`src/npir_pkg.sv`:
```
package npir_pkg;

   // palette geometry
   localparam int PAL_TABLE_SIZE  = 16;
   localparam int PALETTE_ENTRIES = 16;
   localparam int ENTRY_COUNT     = (PALETTE_ENTRIES < 1) ? 1 :
                                    ((PALETTE_ENTRIES > PAL_TABLE_SIZE) ? PAL_TABLE_SIZE :
                                     PALETTE_ENTRIES);
   localparam int IDX_W           = $clog2(PAL_TABLE_SIZE);
   localparam logic [IDX_W-1:0] LAST_IDX = IDX_W'(ENTRY_COUNT - 1);

   // field widths
   localparam int CHAN_W = 8;
   localparam int SQ_W   = 2 * CHAN_W;
   localparam int DIST_W = 18;
   localparam int BYTE_W = 8;

   // frame constants
   localparam logic [BYTE_W-1:0] IR_ADDR_BYTE    = 8'h00;
   localparam logic [BYTE_W-1:0] IR_ADDR_INVERSE = 8'hFF;

   // register map
   localparam int CSR_ADDR_W = 3;
   localparam int CSR_DATA_W = 32;
   localparam logic REG_DARK_THRESHOLD = 1'b0;   // word index, paddr[2]
   localparam logic [CHAN_W-1:0] DARK_THRESHOLD_RESET = 8'd25;

   // palette colors and their remote command codes
   localparam logic [CHAN_W-1:0] PAL_RED [PAL_TABLE_SIZE] = '{
      8'd255, 8'd255, 8'd255, 8'd255, 8'd255, 8'd255, 8'd255, 8'd255,
      8'd255, 8'd0,   8'd0,   8'd0,   8'd0,   8'd0,   8'd0,   8'd255};
   localparam logic [CHAN_W-1:0] PAL_GREEN [PAL_TABLE_SIZE] = '{
      8'd255, 8'd191, 8'd127, 8'd63,  8'd0,   8'd0,   8'd0,   8'd0,
      8'd0,   8'd0,   8'd63,  8'd127, 8'd191, 8'd255, 8'd255, 8'd255};
   localparam logic [CHAN_W-1:0] PAL_BLUE [PAL_TABLE_SIZE] = '{
      8'd0,   8'd0,   8'd0,   8'd0,   8'd0,   8'd63,  8'd127, 8'd191,
      8'd255, 8'd255, 8'd255, 8'd255, 8'd191, 8'd127, 8'd0,   8'd255};
   localparam logic [BYTE_W-1:0] PAL_CODE [PAL_TABLE_SIZE] = '{
      8'd136, 8'd152, 8'd168, 8'd176, 8'd144, 8'd72,  8'd88,  8'd104,
      8'd112, 8'd80,  8'd8,   8'd24,  8'd40,  8'd48,  8'd16,  8'd208};

   typedef enum logic [1:0] {
      ST_IDLE,
      ST_SEARCH,
      ST_FINISH,
      ST_PUBLISH
   } npir_state_type;

   typedef struct packed {
      logic load;
      logic issue;
      logic publish;
   } npir_cmd_type;

   typedef struct packed {
      logic dark;
      logic issue_last;
      logic out_free;
   } npir_status_type;

endpackage

```
`src/npir_ctrl.sv`:
```
module npir_ctrl (
   input  logic                     clock,
   input  logic                     reset,
   input  logic                     req_valid,
   input  npir_pkg::npir_status_type status,
   output npir_pkg::npir_cmd_type    cmd,
   output logic                     req_stall
);
   import npir_pkg::*;

   npir_state_type state_ff;
   npir_state_type state_in;
   logic           req_take;

   assign req_take = req_valid && (state_ff == ST_IDLE);

   always_comb begin
      state_in = state_ff;
      unique case (state_ff)
         ST_IDLE: begin
            if (req_take && !status.dark) begin
               state_in = ST_SEARCH;
            end
         end
         ST_SEARCH: begin
            if (status.issue_last) begin
               state_in = ST_FINISH;
            end
         end
         ST_FINISH: begin
            state_in = ST_PUBLISH;
         end
         ST_PUBLISH: begin
            if (status.out_free) begin
               state_in = ST_IDLE;
            end
         end
         default: begin
            state_in = ST_IDLE;
         end
      endcase
   end

   always_comb begin
      cmd       = '0;
      req_stall = 1'b1;
      unique case (state_ff)
         ST_IDLE: begin
            req_stall = 1'b0;
            cmd.load  = req_take;
         end
         ST_SEARCH: begin
            cmd.issue = 1'b1;
         end
         ST_FINISH: begin
            cmd = '0;
         end
         ST_PUBLISH: begin
            cmd.publish = status.out_free;
         end
         default: begin
            cmd = '0;
         end
      endcase
   end

   always_ff @(posedge clock) begin
      if (reset) begin
         state_ff <= ST_IDLE;
      end else begin
         state_ff <= state_in;
      end
   end

endmodule

```
`src/npir_dpath.sv`:
```
module npir_dpath (
   input  logic                             clock,
   input  logic                             reset,
   input  npir_pkg::npir_cmd_type           cmd,
   output npir_pkg::npir_status_type        status,
   input  logic [npir_pkg::CHAN_W-1:0]      dark_threshold,
   input  logic [npir_pkg::CHAN_W-1:0]      req_red,
   input  logic [npir_pkg::CHAN_W-1:0]      req_green,
   input  logic [npir_pkg::CHAN_W-1:0]      req_blue,
   output logic                             rsp_valid,
   input  logic                             rsp_stall,
   output logic [npir_pkg::BYTE_W-1:0]      rsp_address_byte,
   output logic [npir_pkg::BYTE_W-1:0]      rsp_address_inverse,
   output logic [npir_pkg::BYTE_W-1:0]      rsp_command_byte,
   output logic [npir_pkg::BYTE_W-1:0]      rsp_command_inverse,
   output logic [npir_pkg::IDX_W-1:0]       rsp_palette_index,
   output logic [npir_pkg::DIST_W-1:0]      rsp_best_distance
);
   import npir_pkg::*;

   // captured color
   logic [CHAN_W-1:0] red_ff,   red_in;
   logic [CHAN_W-1:0] green_ff, green_in;
   logic [CHAN_W-1:0] blue_ff,  blue_in;
   logic [IDX_W-1:0]  idx_ff,   idx_in;

   // square stage
   logic [CHAN_W-1:0] dr, dg, db;
   logic [SQ_W-1:0]   sq_r_ff, sq_r_in;
   logic [SQ_W-1:0]   sq_g_ff, sq_g_in;
   logic [SQ_W-1:0]   sq_b_ff, sq_b_in;
   logic [IDX_W-1:0]  p_idx_ff, p_idx_in;
   logic              p_vld_ff, p_vld_in;

   // compare stage
   logic [DIST_W-1:0] cand_dist;
   logic              take_new;
   logic [DIST_W-1:0] best_d_ff, best_d_in;
   logic [IDX_W-1:0]  best_i_ff, best_i_in;

   // output register
   logic              out_vld_ff, out_vld_in;
   logic [BYTE_W-1:0] out_cmd_ff, out_cmd_in;
   logic [IDX_W-1:0]  out_idx_ff, out_idx_in;
   logic [DIST_W-1:0] out_dist_ff, out_dist_in;

   assign status.dark = (req_red < dark_threshold) && (req_green < dark_threshold) &&
                        (req_blue < dark_threshold);
   assign status.issue_last = (idx_ff == LAST_IDX);
   assign status.out_free   = !out_vld_ff || !rsp_stall;

   always_comb begin
      red_in   = red_ff;
      green_in = green_ff;
      blue_in  = blue_ff;
      idx_in   = idx_ff;
      if (cmd.load) begin
         red_in   = req_red;
         green_in = req_green;
         blue_in  = req_blue;
         idx_in   = '0;
      end else if (cmd.issue) begin
         idx_in = idx_ff + 1'b1;
      end
   end

   // absolute differences against the current palette entry
   always_comb begin
      dr = (red_ff >= PAL_RED[idx_ff]) ? red_ff - PAL_RED[idx_ff] : PAL_RED[idx_ff] - red_ff;
      dg = (green_ff >= PAL_GREEN[idx_ff]) ? green_ff - PAL_GREEN[idx_ff] :
           PAL_GREEN[idx_ff] - green_ff;
      db = (blue_ff >= PAL_BLUE[idx_ff]) ? blue_ff - PAL_BLUE[idx_ff] :
           PAL_BLUE[idx_ff] - blue_ff;
      sq_r_in  = SQ_W'(dr) * SQ_W'(dr);
      sq_g_in  = SQ_W'(dg) * SQ_W'(dg);
      sq_b_in  = SQ_W'(db) * SQ_W'(db);
      p_idx_in = idx_ff;
      p_vld_in = cmd.issue;
   end

   // running minimum, first entry always taken, ties keep the lower index
   always_comb begin
      cand_dist = DIST_W'(sq_r_ff) + DIST_W'(sq_g_ff) + DIST_W'(sq_b_ff);
      take_new  = p_vld_ff && ((p_idx_ff == '0) || (cand_dist < best_d_ff));
      best_d_in = take_new ? cand_dist : best_d_ff;
      best_i_in = take_new ? p_idx_ff : best_i_ff;
   end

   always_comb begin
      out_vld_in  = out_vld_ff && rsp_stall;
      out_cmd_in  = out_cmd_ff;
      out_idx_in  = out_idx_ff;
      out_dist_in = out_dist_ff;
      if (cmd.publish) begin
         out_vld_in  = 1'b1;
         out_cmd_in  = PAL_CODE[best_i_ff];
         out_idx_in  = best_i_ff;
         out_dist_in = best_d_ff;
      end
   end

   always_ff @(posedge clock) begin
      if (reset) begin
         p_vld_ff   <= 1'b0;
         out_vld_ff <= 1'b0;
      end else begin
         p_vld_ff   <= p_vld_in;
         out_vld_ff <= out_vld_in;
      end
   end

   always_ff @(posedge clock) begin
      red_ff      <= red_in;
      green_ff    <= green_in;
      blue_ff     <= blue_in;
      idx_ff      <= idx_in;
      sq_r_ff     <= sq_r_in;
      sq_g_ff     <= sq_g_in;
      sq_b_ff     <= sq_b_in;
      p_idx_ff    <= p_idx_in;
      best_d_ff   <= best_d_in;
      best_i_ff   <= best_i_in;
      out_cmd_ff  <= out_cmd_in;
      out_idx_ff  <= out_idx_in;
      out_dist_ff <= out_dist_in;
   end

   assign rsp_valid           = out_vld_ff;
   assign rsp_address_byte    = IR_ADDR_BYTE;
   assign rsp_address_inverse = IR_ADDR_INVERSE;
   assign rsp_command_byte    = out_cmd_ff;
   assign rsp_command_inverse = ~out_cmd_ff;
   assign rsp_palette_index   = out_idx_ff;
   assign rsp_best_distance   = out_dist_ff;

endmodule

```
`src/nearest_palette_ir_command.sv`:
```
// nearest palette color to infrared remote frame
//
// req channel: one rgb color (req_red, req_green, req_blue) per transaction,
// taken when req_valid is high and req_stall is low. colors whose three
// channels all lie below dark_threshold are dropped without a result.
// rsp channel: one four-byte ir frame (0x00, 0xff, command, ~command) plus
// the chosen palette index and its squared distance, taken when rsp_valid
// is high and rsp_stall is low.
// search: 16 palette entries are issued one per cycle into a square stage,
// the compare stage is drained, then the output register is loaded once it
// is free. the pace is set by the single shared distance unit walking the
// palette: no new color is taken until the last result is published.
// a dropped color is taken while idle and the next can follow right away.
// a stalled result sits in the output register while the next color is
// taken and searched; a new result waits until that register is free.
// reset clears the controller and the output valid, and sets dark_threshold
// to 25. csr port: dark_threshold at byte address 0, pready always high.
module nearest_palette_ir_command (
   input  logic                             clock,
   input  logic                             reset,
   // input transactions
   input  logic                             req_valid,
   output logic                             req_stall,
   input  logic [npir_pkg::CHAN_W-1:0]      req_red,
   input  logic [npir_pkg::CHAN_W-1:0]      req_green,
   input  logic [npir_pkg::CHAN_W-1:0]      req_blue,
   // result transactions
   output logic                             rsp_valid,
   input  logic                             rsp_stall,
   output logic [npir_pkg::BYTE_W-1:0]      rsp_address_byte,
   output logic [npir_pkg::BYTE_W-1:0]      rsp_address_inverse,
   output logic [npir_pkg::BYTE_W-1:0]      rsp_command_byte,
   output logic [npir_pkg::BYTE_W-1:0]      rsp_command_inverse,
   output logic [npir_pkg::IDX_W-1:0]       rsp_palette_index,
   output logic [npir_pkg::DIST_W-1:0]      rsp_best_distance,
   // register port
   input  logic                             csr_psel,
   input  logic                             csr_penable,
   input  logic                             csr_pwrite,
   input  logic [npir_pkg::CSR_ADDR_W-1:0]  csr_paddr,
   input  logic [npir_pkg::CSR_DATA_W-1:0]  csr_pwdata,
   output logic [npir_pkg::CSR_DATA_W-1:0]  csr_prdata,
   output logic                             csr_pready
);
   import npir_pkg::*;

   logic [CHAN_W-1:0] thr_ff, thr_in;
   logic              csr_wr;
   npir_cmd_type      cmd;
   npir_status_type   status;

   // register write in the access phase, low address bits ignored
   assign csr_pready = 1'b1;
   assign csr_wr     = csr_psel && csr_penable && csr_pwrite && csr_pready;

   always_comb begin
      thr_in = thr_ff;
      if (csr_wr && (csr_paddr[2] == REG_DARK_THRESHOLD)) begin
         thr_in = csr_pwdata[CHAN_W-1:0];
      end
   end

   always_ff @(posedge clock) begin
      if (reset) begin
         thr_ff <= DARK_THRESHOLD_RESET;
      end else begin
         thr_ff <= thr_in;
      end
   end

   // readback, unmapped words read zero
   assign csr_prdata = (csr_paddr[2] == REG_DARK_THRESHOLD) ?
                       CSR_DATA_W'(thr_ff) : '0;

   // sequencer: accept, walk palette, drain compare stage, publish
   npir_ctrl u_ctrl (
      .clock     (clock),
      .reset     (reset),
      .req_valid (req_valid),
      .status    (status),
      .cmd       (cmd),
      .req_stall (req_stall)
   );

   // color capture, distance unit, running minimum and output register
   npir_dpath u_dpath (
      .clock               (clock),
      .reset               (reset),
      .cmd                 (cmd),
      .status              (status),
      .dark_threshold      (thr_ff),
      .req_red             (req_red),
      .req_green           (req_green),
      .req_blue            (req_blue),
      .rsp_valid           (rsp_valid),
      .rsp_stall           (rsp_stall),
      .rsp_address_byte    (rsp_address_byte),
      .rsp_address_inverse (rsp_address_inverse),
      .rsp_command_byte    (rsp_command_byte),
      .rsp_command_inverse (rsp_command_inverse),
      .rsp_palette_index   (rsp_palette_index),
      .rsp_best_distance   (rsp_best_distance)
   );

endmodule

```
`config.mk`:
```
export PLATFORM = sky130hd
export DESIGN_NAME = nearest_palette_ir_command
export DESIGN_NICKNAME = d
export VERILOG_FILES = /design/src/npir_pkg.sv /design/src/npir_ctrl.sv /design/src/npir_dpath.sv /design/src/nearest_palette_ir_command.sv
export SDC_FILE = /design/constraint.sdc
export NUM_CORES = 1
export LEC_CHECK = 0
export ABC_AREA = 1
export BUFFER_PORTS_ARGS = -buffer_cell sky130_fd_sc_hd__buf_2
export CAP_MARGIN = 10
export CORE_ASPECT_RATIO = 2
export CORE_MARGIN = 2
export CORE_UTILIZATION = 30
export DETAILED_ROUTE_END_ITERATION = 8
export PLACE_DENSITY = 0.54
export SLEW_MARGIN = 15
export SYNTH_ARGS = -nofsm -noshare
export SYNTH_HDL_FRONTEND = slang
export SYNTH_SLANG_ARGS = --single-unit
```
`constraint.sdc`:
```
create_clock -name clock -period 15.4 [get_ports clock]
set_input_delay 0.77 -clock clock [delete_from_list [all_inputs] [get_ports clock]]
set_output_delay 0.77 -clock clock [all_outputs]
set_load 0.02 [all_outputs]
```
==> results of run 1 <==
==> registers in the layout, indices dropped and copies added, names as in the netlist <==
name / flops
u_dpath.best_d_ff: 18
u_dpath.rsp_best_distance: 18
u_dpath.sq_b_ff: 15
u_dpath.sq_g_ff: 15
u_dpath.sq_r_ff: 15
thr_ff: 8
u_dpath.blue_ff: 8
u_dpath.green_ff: 8
u_dpath.red_ff: 8
u_dpath.rsp_command_byte: 5
u_dpath.best_i_ff: 4
u_dpath.idx_ff: 4
u_dpath.p_idx_ff: 4
u_dpath.rsp_palette_index: 4
u_ctrl.state_ff: 2
u_dpath.p_vld_ff: 1
u_dpath.rsp_valid: 1
==> synth_stat cells, drive strengths merged (2+ instances only) <==
master	count
a21boi	4
a21o	10
a21oi	111
a31oi	7
and3	2
buf	55
clkbuf	7
clkinv	2
conb	2
dfxtp	65
edfxtp	73
fa	80
ha	214
inv	334
nand2	339
nand3	50
nand3b	6
nand4	13
nor2	162
nor3	8
nor4	4
o2111ai	7
o211ai	11
o21a	5
o21ai	60
o21bai	9
o221ai	2
o31ai	5
or2	7
xnor2	30
xor2	58
==> logic make-up after synthesis <==
logic type / count (synthesis)
buffers and inverters: 398
AOI/OAI and AO/OA: 236
adders and majority gates: 294
DFF: 138
xor gates and xnor gates: 88
other: 2
and+or+nand+nor: 593
==> per-stage QoR <==
| stage | utilization | hold slack [ns] |
|---|---|---|
| 3_3_place_gp | 0.324 | 0.430 |
| 4_1_cts | 0.336 | 0.440 |
| 3_5_place_dp | 0.324 | 0.424 |
| 5_1_grt | 0.336 | 0.461 |
| 6_report | 0.336 | 0.438 |
| 2_1_floorplan | - | 0.329 |
==> critical path: cells and delay by family (launching register included) <==
kind | cells | cell delay (ns)
adder cells (fa/ha/maj) | 7 | 3.07
buffers and inverters | 5 | 0.44
AND/OR/NAND/NOR | 6 | 1.25
XOR/XNOR | 2 | 0.47
flip-flops | 1 | 0.43
AO/OA/AOI/OAI | 8 | 1.54
==> worst paths after layout <==
| kind | to | depth (start not counted) |
|---|---|---|
| hold / removal | u_dpath.p_idx_ff[0] | 0 |
| setup / recovery | u_dpath.sq_r_ff[12] | 28 |
| setup reg to reg | u_dpath.sq_r_ff[12] | 28 |
| hold reg to reg | u_dpath.p_idx_ff[0] | 0 |
==> routing by layer <==
layer  vias to the layer above  global-route usage  share of wire
li1                       5672                   -              -
met1                      5147               0.129           0.35
met2                       214               0.300           0.59
met3                        61              0.0170          0.023
met4                         0              0.0593          0.037
met5                         -                   0              0
==> layout make-up <==
type,instances,area [um2],share of cell area
clock inverters,14,130,0.00830
well taps,627,785,0.0500
multi-input cells,1260,9120,0.582
repair buffers,84,428,0.0273
flip-flops and latches,138,3490,0.223
clock buffers,18,450,0.0287
inverters,336,1270,0.0809
==> PnR_summary.wiki, run 1 <==
{| class="wikitable"
! Metric !! Value
|-
| Number of DRC violations after detailed routing || 0
|-
| Detail-routed net length per standard cell || 13.5 um
|-
| Critical hold path startpoint || u_dpath.idx_ff[0]
|-
| Setup violators final || 0
|-
| Crit path capture type || register
|-
| Post-detail-place hpwl || 29,400 um
|-
| Cts bufs inserted || 17
|-
| Instance area at placement || 15,100 um2
|-
| Antenna violations before repair || 0
|-
| Layout cell share with drive strength beyond 1 || 0.0903
|-
| Worst r2r src || u_dpath.idx_ff[0]
|-
| Antenna-violating nets left || 0
|-
| Largest area contributor in the synthesized netlist || sky130_fd_sc_hd__ha_1
|-
| TritonCTS clock tree || built
|-
| Global-route usage over all layers || 0.142
|-
| Leading register cell type out of synthesis || sky130_fd_sc_hd__edfxtp_1
|-
| Post-synthesis mux area share || 0
|-
| Max_cap viols || 0
|-
| Warnings from Yosys || 0
|-
| Worst hold path type || reg -> reg
|-
| Post-synthesis async set-or-reset flop share || 0
|-
| Register area share after synthesis || 0.247
|-
| Weighted congestion reported at the end of routability-driven placement || 0.874
|-
| Number of synthesized flops with an enable pin || 73
|-
| Postcts setup bufs || 0
|-
| Number of fill cells in the layout || 4,890
|-
| Number of top-level design ports || 155
|-
| R2R setup slack || 8.06 ns
|-
| Setup CP Type || reg -> reg
|-
| Max Clock Freq || 136 MHz
|-
| Post-cts gate resize count || 0
|-
| Synthesized-area fraction occupied by ao, oa, aoi and oai cells || 0.0984
|-
| Max Fanout on Critical Path || 10
|-
| Ranking of synthesized cells by area || sky130_fd_sc_hd__ha_1 (19%), sky130_fd_sc_hd__edfxtp_1 (15%), sky130_fd_sc_hd__fa_1 (11%)
|-
| Die span in y || 311 um
|-
| Port bufs || 81
|-
| Share of the synthesized area in the top cell type || 0.189
|-
| Total count of hold-check failures in the final report || 0
|-
| Number of pins exceeding their max-slew limit in the final report || 0
|-
| Mean number of vias per cell || 4.48
|-
| Nets || 2,197
|-
| Commonest non-fill, non-tap cell in the layout || sky130_fd_sc_hd__inv_1
|-
| Clock-pin slew reported for the worst setup and hold paths after clock tree synthesis || 0.07 ns
|-
| Clk Latency, worst-skew pair || 0.44 ns
|-
| Placement-stage worst setup slack || 8.00 ns
|-
| RSZ-0062 raised after global routing || false
|-
| Required time of the worst setup path || 15.72 ns
|-
| Iter 0 DRT Violations || 386
|-
| Antenna Diode Count || 0
|-
| Post-Route Skew || 0.0114 ns
|-
| Clock Tree Buf Depth || 2
|-
| Post-route worst setup slack || 8.06 ns
|-
| Combined area of all synthesized cells || 14,100 um2
|-
| Share of the clock period used by the worst path || 0.476
|-
| Global-route wire length before repair || 54,900 um
|-
| Clock root buffer master || sky130_fd_sc_hd__clkbuf_16
|-
| Initial core utilization || 0.303
|-
| Cell Rows || 112
|-
| Worst slew margin || 0.366
|-
| Die area || 49,000 um2
|-
| Final period demand of the worst path || 7.34 ns
|-
| Flop and latch count out of synthesis || 138
|-
| Die outline width || 158 um
|-
| Most common cell on crit path || sky130_fd_sc_hd__fa_1
|-
| Cell with the biggest individual delay on the critical path || sky130_fd_sc_hd__fa_1
|-
| Run status || complete, no violations
|-
| Placed instance count || 2,445
|-
| Simple-gate area share of the yosys netlist || 0.176
|-
| CTS sink cnt || 138
|-
| Routed vias || 11,100
|-
| Vias in the first global route || 11,500
|-
| Cells after Synth || 1,749
|-
| Critical Path Source Type || register
|-
| First-pass iteration count of the detailed router || 4
|-
| Maximum single-stage delay on the critical path || 0.54 ns
|-
| Transition time at the pin with the least slew margin || 0.950 ns
|-
| Core Footprint || 46,700 um2
|-
| Dominant combinational cell family by area after synthesis || adder cells
|-
| Wire length reported by the detailed router || 33,600 um
|-
| Count of hold-fix buffers inserted at cts || 0
|-
| Setup tns final || 0 ns
|-
| Crit path DAT || 7.66 ns
|-
| Relative area change from synthesis to final layout || 10.8%
|-
| Critical path origin || u_dpath.idx_ff[0]
|-
| Post-Synthesis Mean Instance Area || 8.09 um2
|-
| Unique cell type count in the Yosys netlist || 52
|-
| Post-layout instance count excluding filler cells || 2,477
|-
| Remaining global-route overflow || 0
|-
| Parity-gate share of the synthesized area counting xor and xnor cells || 0.0545
|-
| H-tree depth || 4
|-
| Most frequent cells in the layout || sky130_fd_sc_hd__inv_1 (326), sky130_fd_sc_hd__nand2_1 (321), sky130_fd_sc_hd__ha_1 (214)
|-
| Maximum number of pins on one net before global-route repair || 28
|-
| Adder and majority gate portion of the synthesized area || 0.302
|-
| Final Cell Area || 15,700 um2
|}
Power of run 1 is left out: the tool's default activity adds up to more than one toggle a clock period on the data nets, which glitch-free logic cannot reach.
==> inputs of run 2 (changes only) <==
PLACE_DENSITY = 0.56   (was 0.54)
clock period = 6.14 ns   (was 15.4 ns; I/O delays follow)
==> PnR_summary.wiki, run 2 (same netlist as run 1, synthesis figures left out) <==
{| class="wikitable"
! Metric !! Value
|-
| Run status || complete, no violations
|-
| Count of hold-fix buffers inserted at cts || 0 (unchanged)
|-
| Post-detail-place hpwl || 29,400 um (about the same)
|-
| Mean number of vias per cell || 4.49 (+0.22%)
|-
| Worst hold path cell count || 1 (+1)
|-
| Weighted congestion reported at the end of routability-driven placement || 0.904 (+3.4%)
|-
| Global-route wire length before repair || 55,400 um (+0.98%)
|-
| Relative area change from synthesis to final layout || 19.8%
|-
| Total count of hold-check failures in the final report || 0 (unchanged)
|-
| Die span in y || 311 um (unchanged)
|-
| Critical Path Source Type || register
|-
| Clock root buffer master || sky130_fd_sc_hd__clkbuf_16
|-
| Maximum single-stage delay on the critical path || 0.54 ns (about the same)
|-
| Number of DRC violations after detailed routing || 0 (unchanged)
|-
| Die area || 49,000 um2 (unchanged)
|-
| Detail-routed net length per standard cell || 13.3 um (-1.7%)
|-
| Wire length reported by the detailed router || 34,400 um (+2.6%)
|-
| Clock-pin slew reported for the worst setup and hold paths after clock tree synthesis || 0.07 ns (about the same)
|-
| Worst R2R Path Depth || 30 (+7.1%)
|-
| Maximum number of pins on one net before global-route repair || 28 (unchanged)
|-
| Most frequent cells in the layout || sky130_fd_sc_hd__inv_1 (318), sky130_fd_sc_hd__nand2_1 (313), sky130_fd_sc_hd__ha_1 (198)
|-
| Vias in the first global route || 11,900 (+3.1%)
|-
| Nets || 2,306 (+5.0%)
|-
| H-tree depth || 4 (unchanged)
|-
| Commonest non-fill, non-tap cell in the layout || sky130_fd_sc_hd__inv_1
|-
| Placed instance count || 2,534 (+3.6%)
|-
| Required time of the worst setup path || 6.43 ns (-9.29 ns)
|-
| Worst slew margin || 0.381 (+0.0151)
|-
| First-pass iteration count of the detailed router || 5 (+1)
|-
| Setup CP Type || reg -> reg
|-
| Cell with the biggest individual delay on the critical path || sky130_fd_sc_hd__fa_1
|-
| Share of the clock period used by the worst path || 0.959 (+0.482)
|-
| Post-layout instance count excluding filler cells || 2,586 (+4.4%)
|-
| Number of pins exceeding their max-slew limit in the final report || 0 (unchanged)
|-
| Routed vias || 11,600 (+4.6%)
|-
| Core Footprint || 46,700 um2 (unchanged)
|-
| Iter 0 DRT Violations || 322 (-17%)
|-
| Worst hold path type || in -> reg
|-
| Antenna violations before repair || 0 (unchanged)
|-
| Crit path DAT || 6.17 ns (-1.49 ns)
|-
| Antenna-violating nets left || 0 (unchanged)
|-
| Antenna Diode Count || 0 (unchanged)
|-
| Detailed-routed wire length on met2 || 20,600 um (+3.2%)
|-
| Cts bufs inserted || 17 (unchanged)
|-
| Clock Tree Buf Depth || 2 (unchanged)
|-
| Global-route usage over all layers || 0.141 (-0.000654)
|-
| Cell Rows || 112 (unchanged)
|-
| Layout cell share with drive strength beyond 1 || 0.184 (+0.0935)
|-
| Die outline width || 158 um (unchanged)
|-
| Setup violators final || 0 (unchanged)
|-
| Transition time at the pin with the least slew margin || 0.927 ns (-0.0226 ns)
|-
| Number of top-level design ports || 155 (unchanged)
|-
| Final period demand of the worst path || 5.89 ns (-1.45 ns)
|-
| Most common cell on crit path || sky130_fd_sc_hd__inv_1
|-
| Initial core utilization || 0.303 (unchanged)
|-
| Post-Route Skew || 0.0118 ns (+0.000388 ns)
|-
| Max Clock Freq || 170 MHz (+25%)
|-
| Crit path capture type || register
|-
| Wire length the detailed router placed on met1 || 11,800 um (+2.0%)
|-
| Max Fanout on Critical Path || 7 (-3)
|-
| Remaining global-route overflow || 0 (unchanged)
|-
| CTS sink cnt || 138 (unchanged)
|-
| Clk Latency, worst-skew pair || 0.43 ns (about the same)
|-
| RSZ-0062 raised after global routing || true
|-
| Max_cap viols || 0 (unchanged)
|-
| Highest Signal Layer || met4
|-
| Port bufs || 81 (unchanged)
|-
| TritonCTS clock tree || built
|-
| Wire length on met3 || 999 um (+28%)
|}
run 2: per-stage QoR:
stage | area [um2] | TNS, ns | hold slack, ns | setup slack [ns] | utilization
after floorplan | 14300 | 0 | 0.329 | 0.0232 | -
after global placement | 15800 | -0.139 | 0.416 | -0.0743 | 0.339
after detailed placement | 15800 | -0.654 | 0.423 | -0.133 | 0.339
after CTS | 16400 | 0 | 0.0499 | 0.00903 | 0.351
after global routing | 17000 | -0.118 | 0.0576 | -0.0273 | 0.363
final | 17000 | 0 | 0.0701 | 0.253 | 0.363
run 2: path summary, 6_finish.rpt:
kind | slack [ns] | startpoint | end
max | 0.25 | u_dpath.idx_ff[1] | u_dpath.sq_r_ff[9]
min | 0.07 | req_red[3] | u_dpath.red_ff[3]
max reg2reg | 0.25 | u_dpath.idx_ff[1] | u_dpath.sq_r_ff[9]
min reg2reg | 0.43 | u_dpath.idx_ff[2] | u_dpath.p_idx_ff[2]
run 2: repair_timing:
action                                 CTS  global route
setup endpoints to repair               13            22
resized for setup                       12           119
gates cloned                             0             2
pin swaps                                1            32
buffers inserted                         0            18
endpoints found under the hold margin    0             0
run 2: critical path, delay by kind of cell, from the launching register on:
kind | cells | cell delay (ns)
AND/OR/NAND/NOR | 6 | 0.61
XOR/XNOR | 1 | 0.20
buffers and inverters | 11 | 1.13
flip-flops | 1 | 0.37
adder cells (fa/ha/maj) | 7 | 2.57
AO/OA/AOI/OAI | 5 | 0.84
run 2: per-layer routing:
layer,up-vias,track usage
met3,53,0.0162
met2,226,0.302
met1,5447,0.131
li1,5882,-
met4,0,0.0448
met5,-,0
run 2: layout make-up:
cell class	instances	area (um2)
inverter	336	1270
multi-input combinational	1261	9550
clock buffer	24	515
tap	627	785
clock inverter	8	55.1
timing repair buffer	192	1280
fill	4817	29700
sequential	138	3500
Power of run 2 is left out for the same reason.
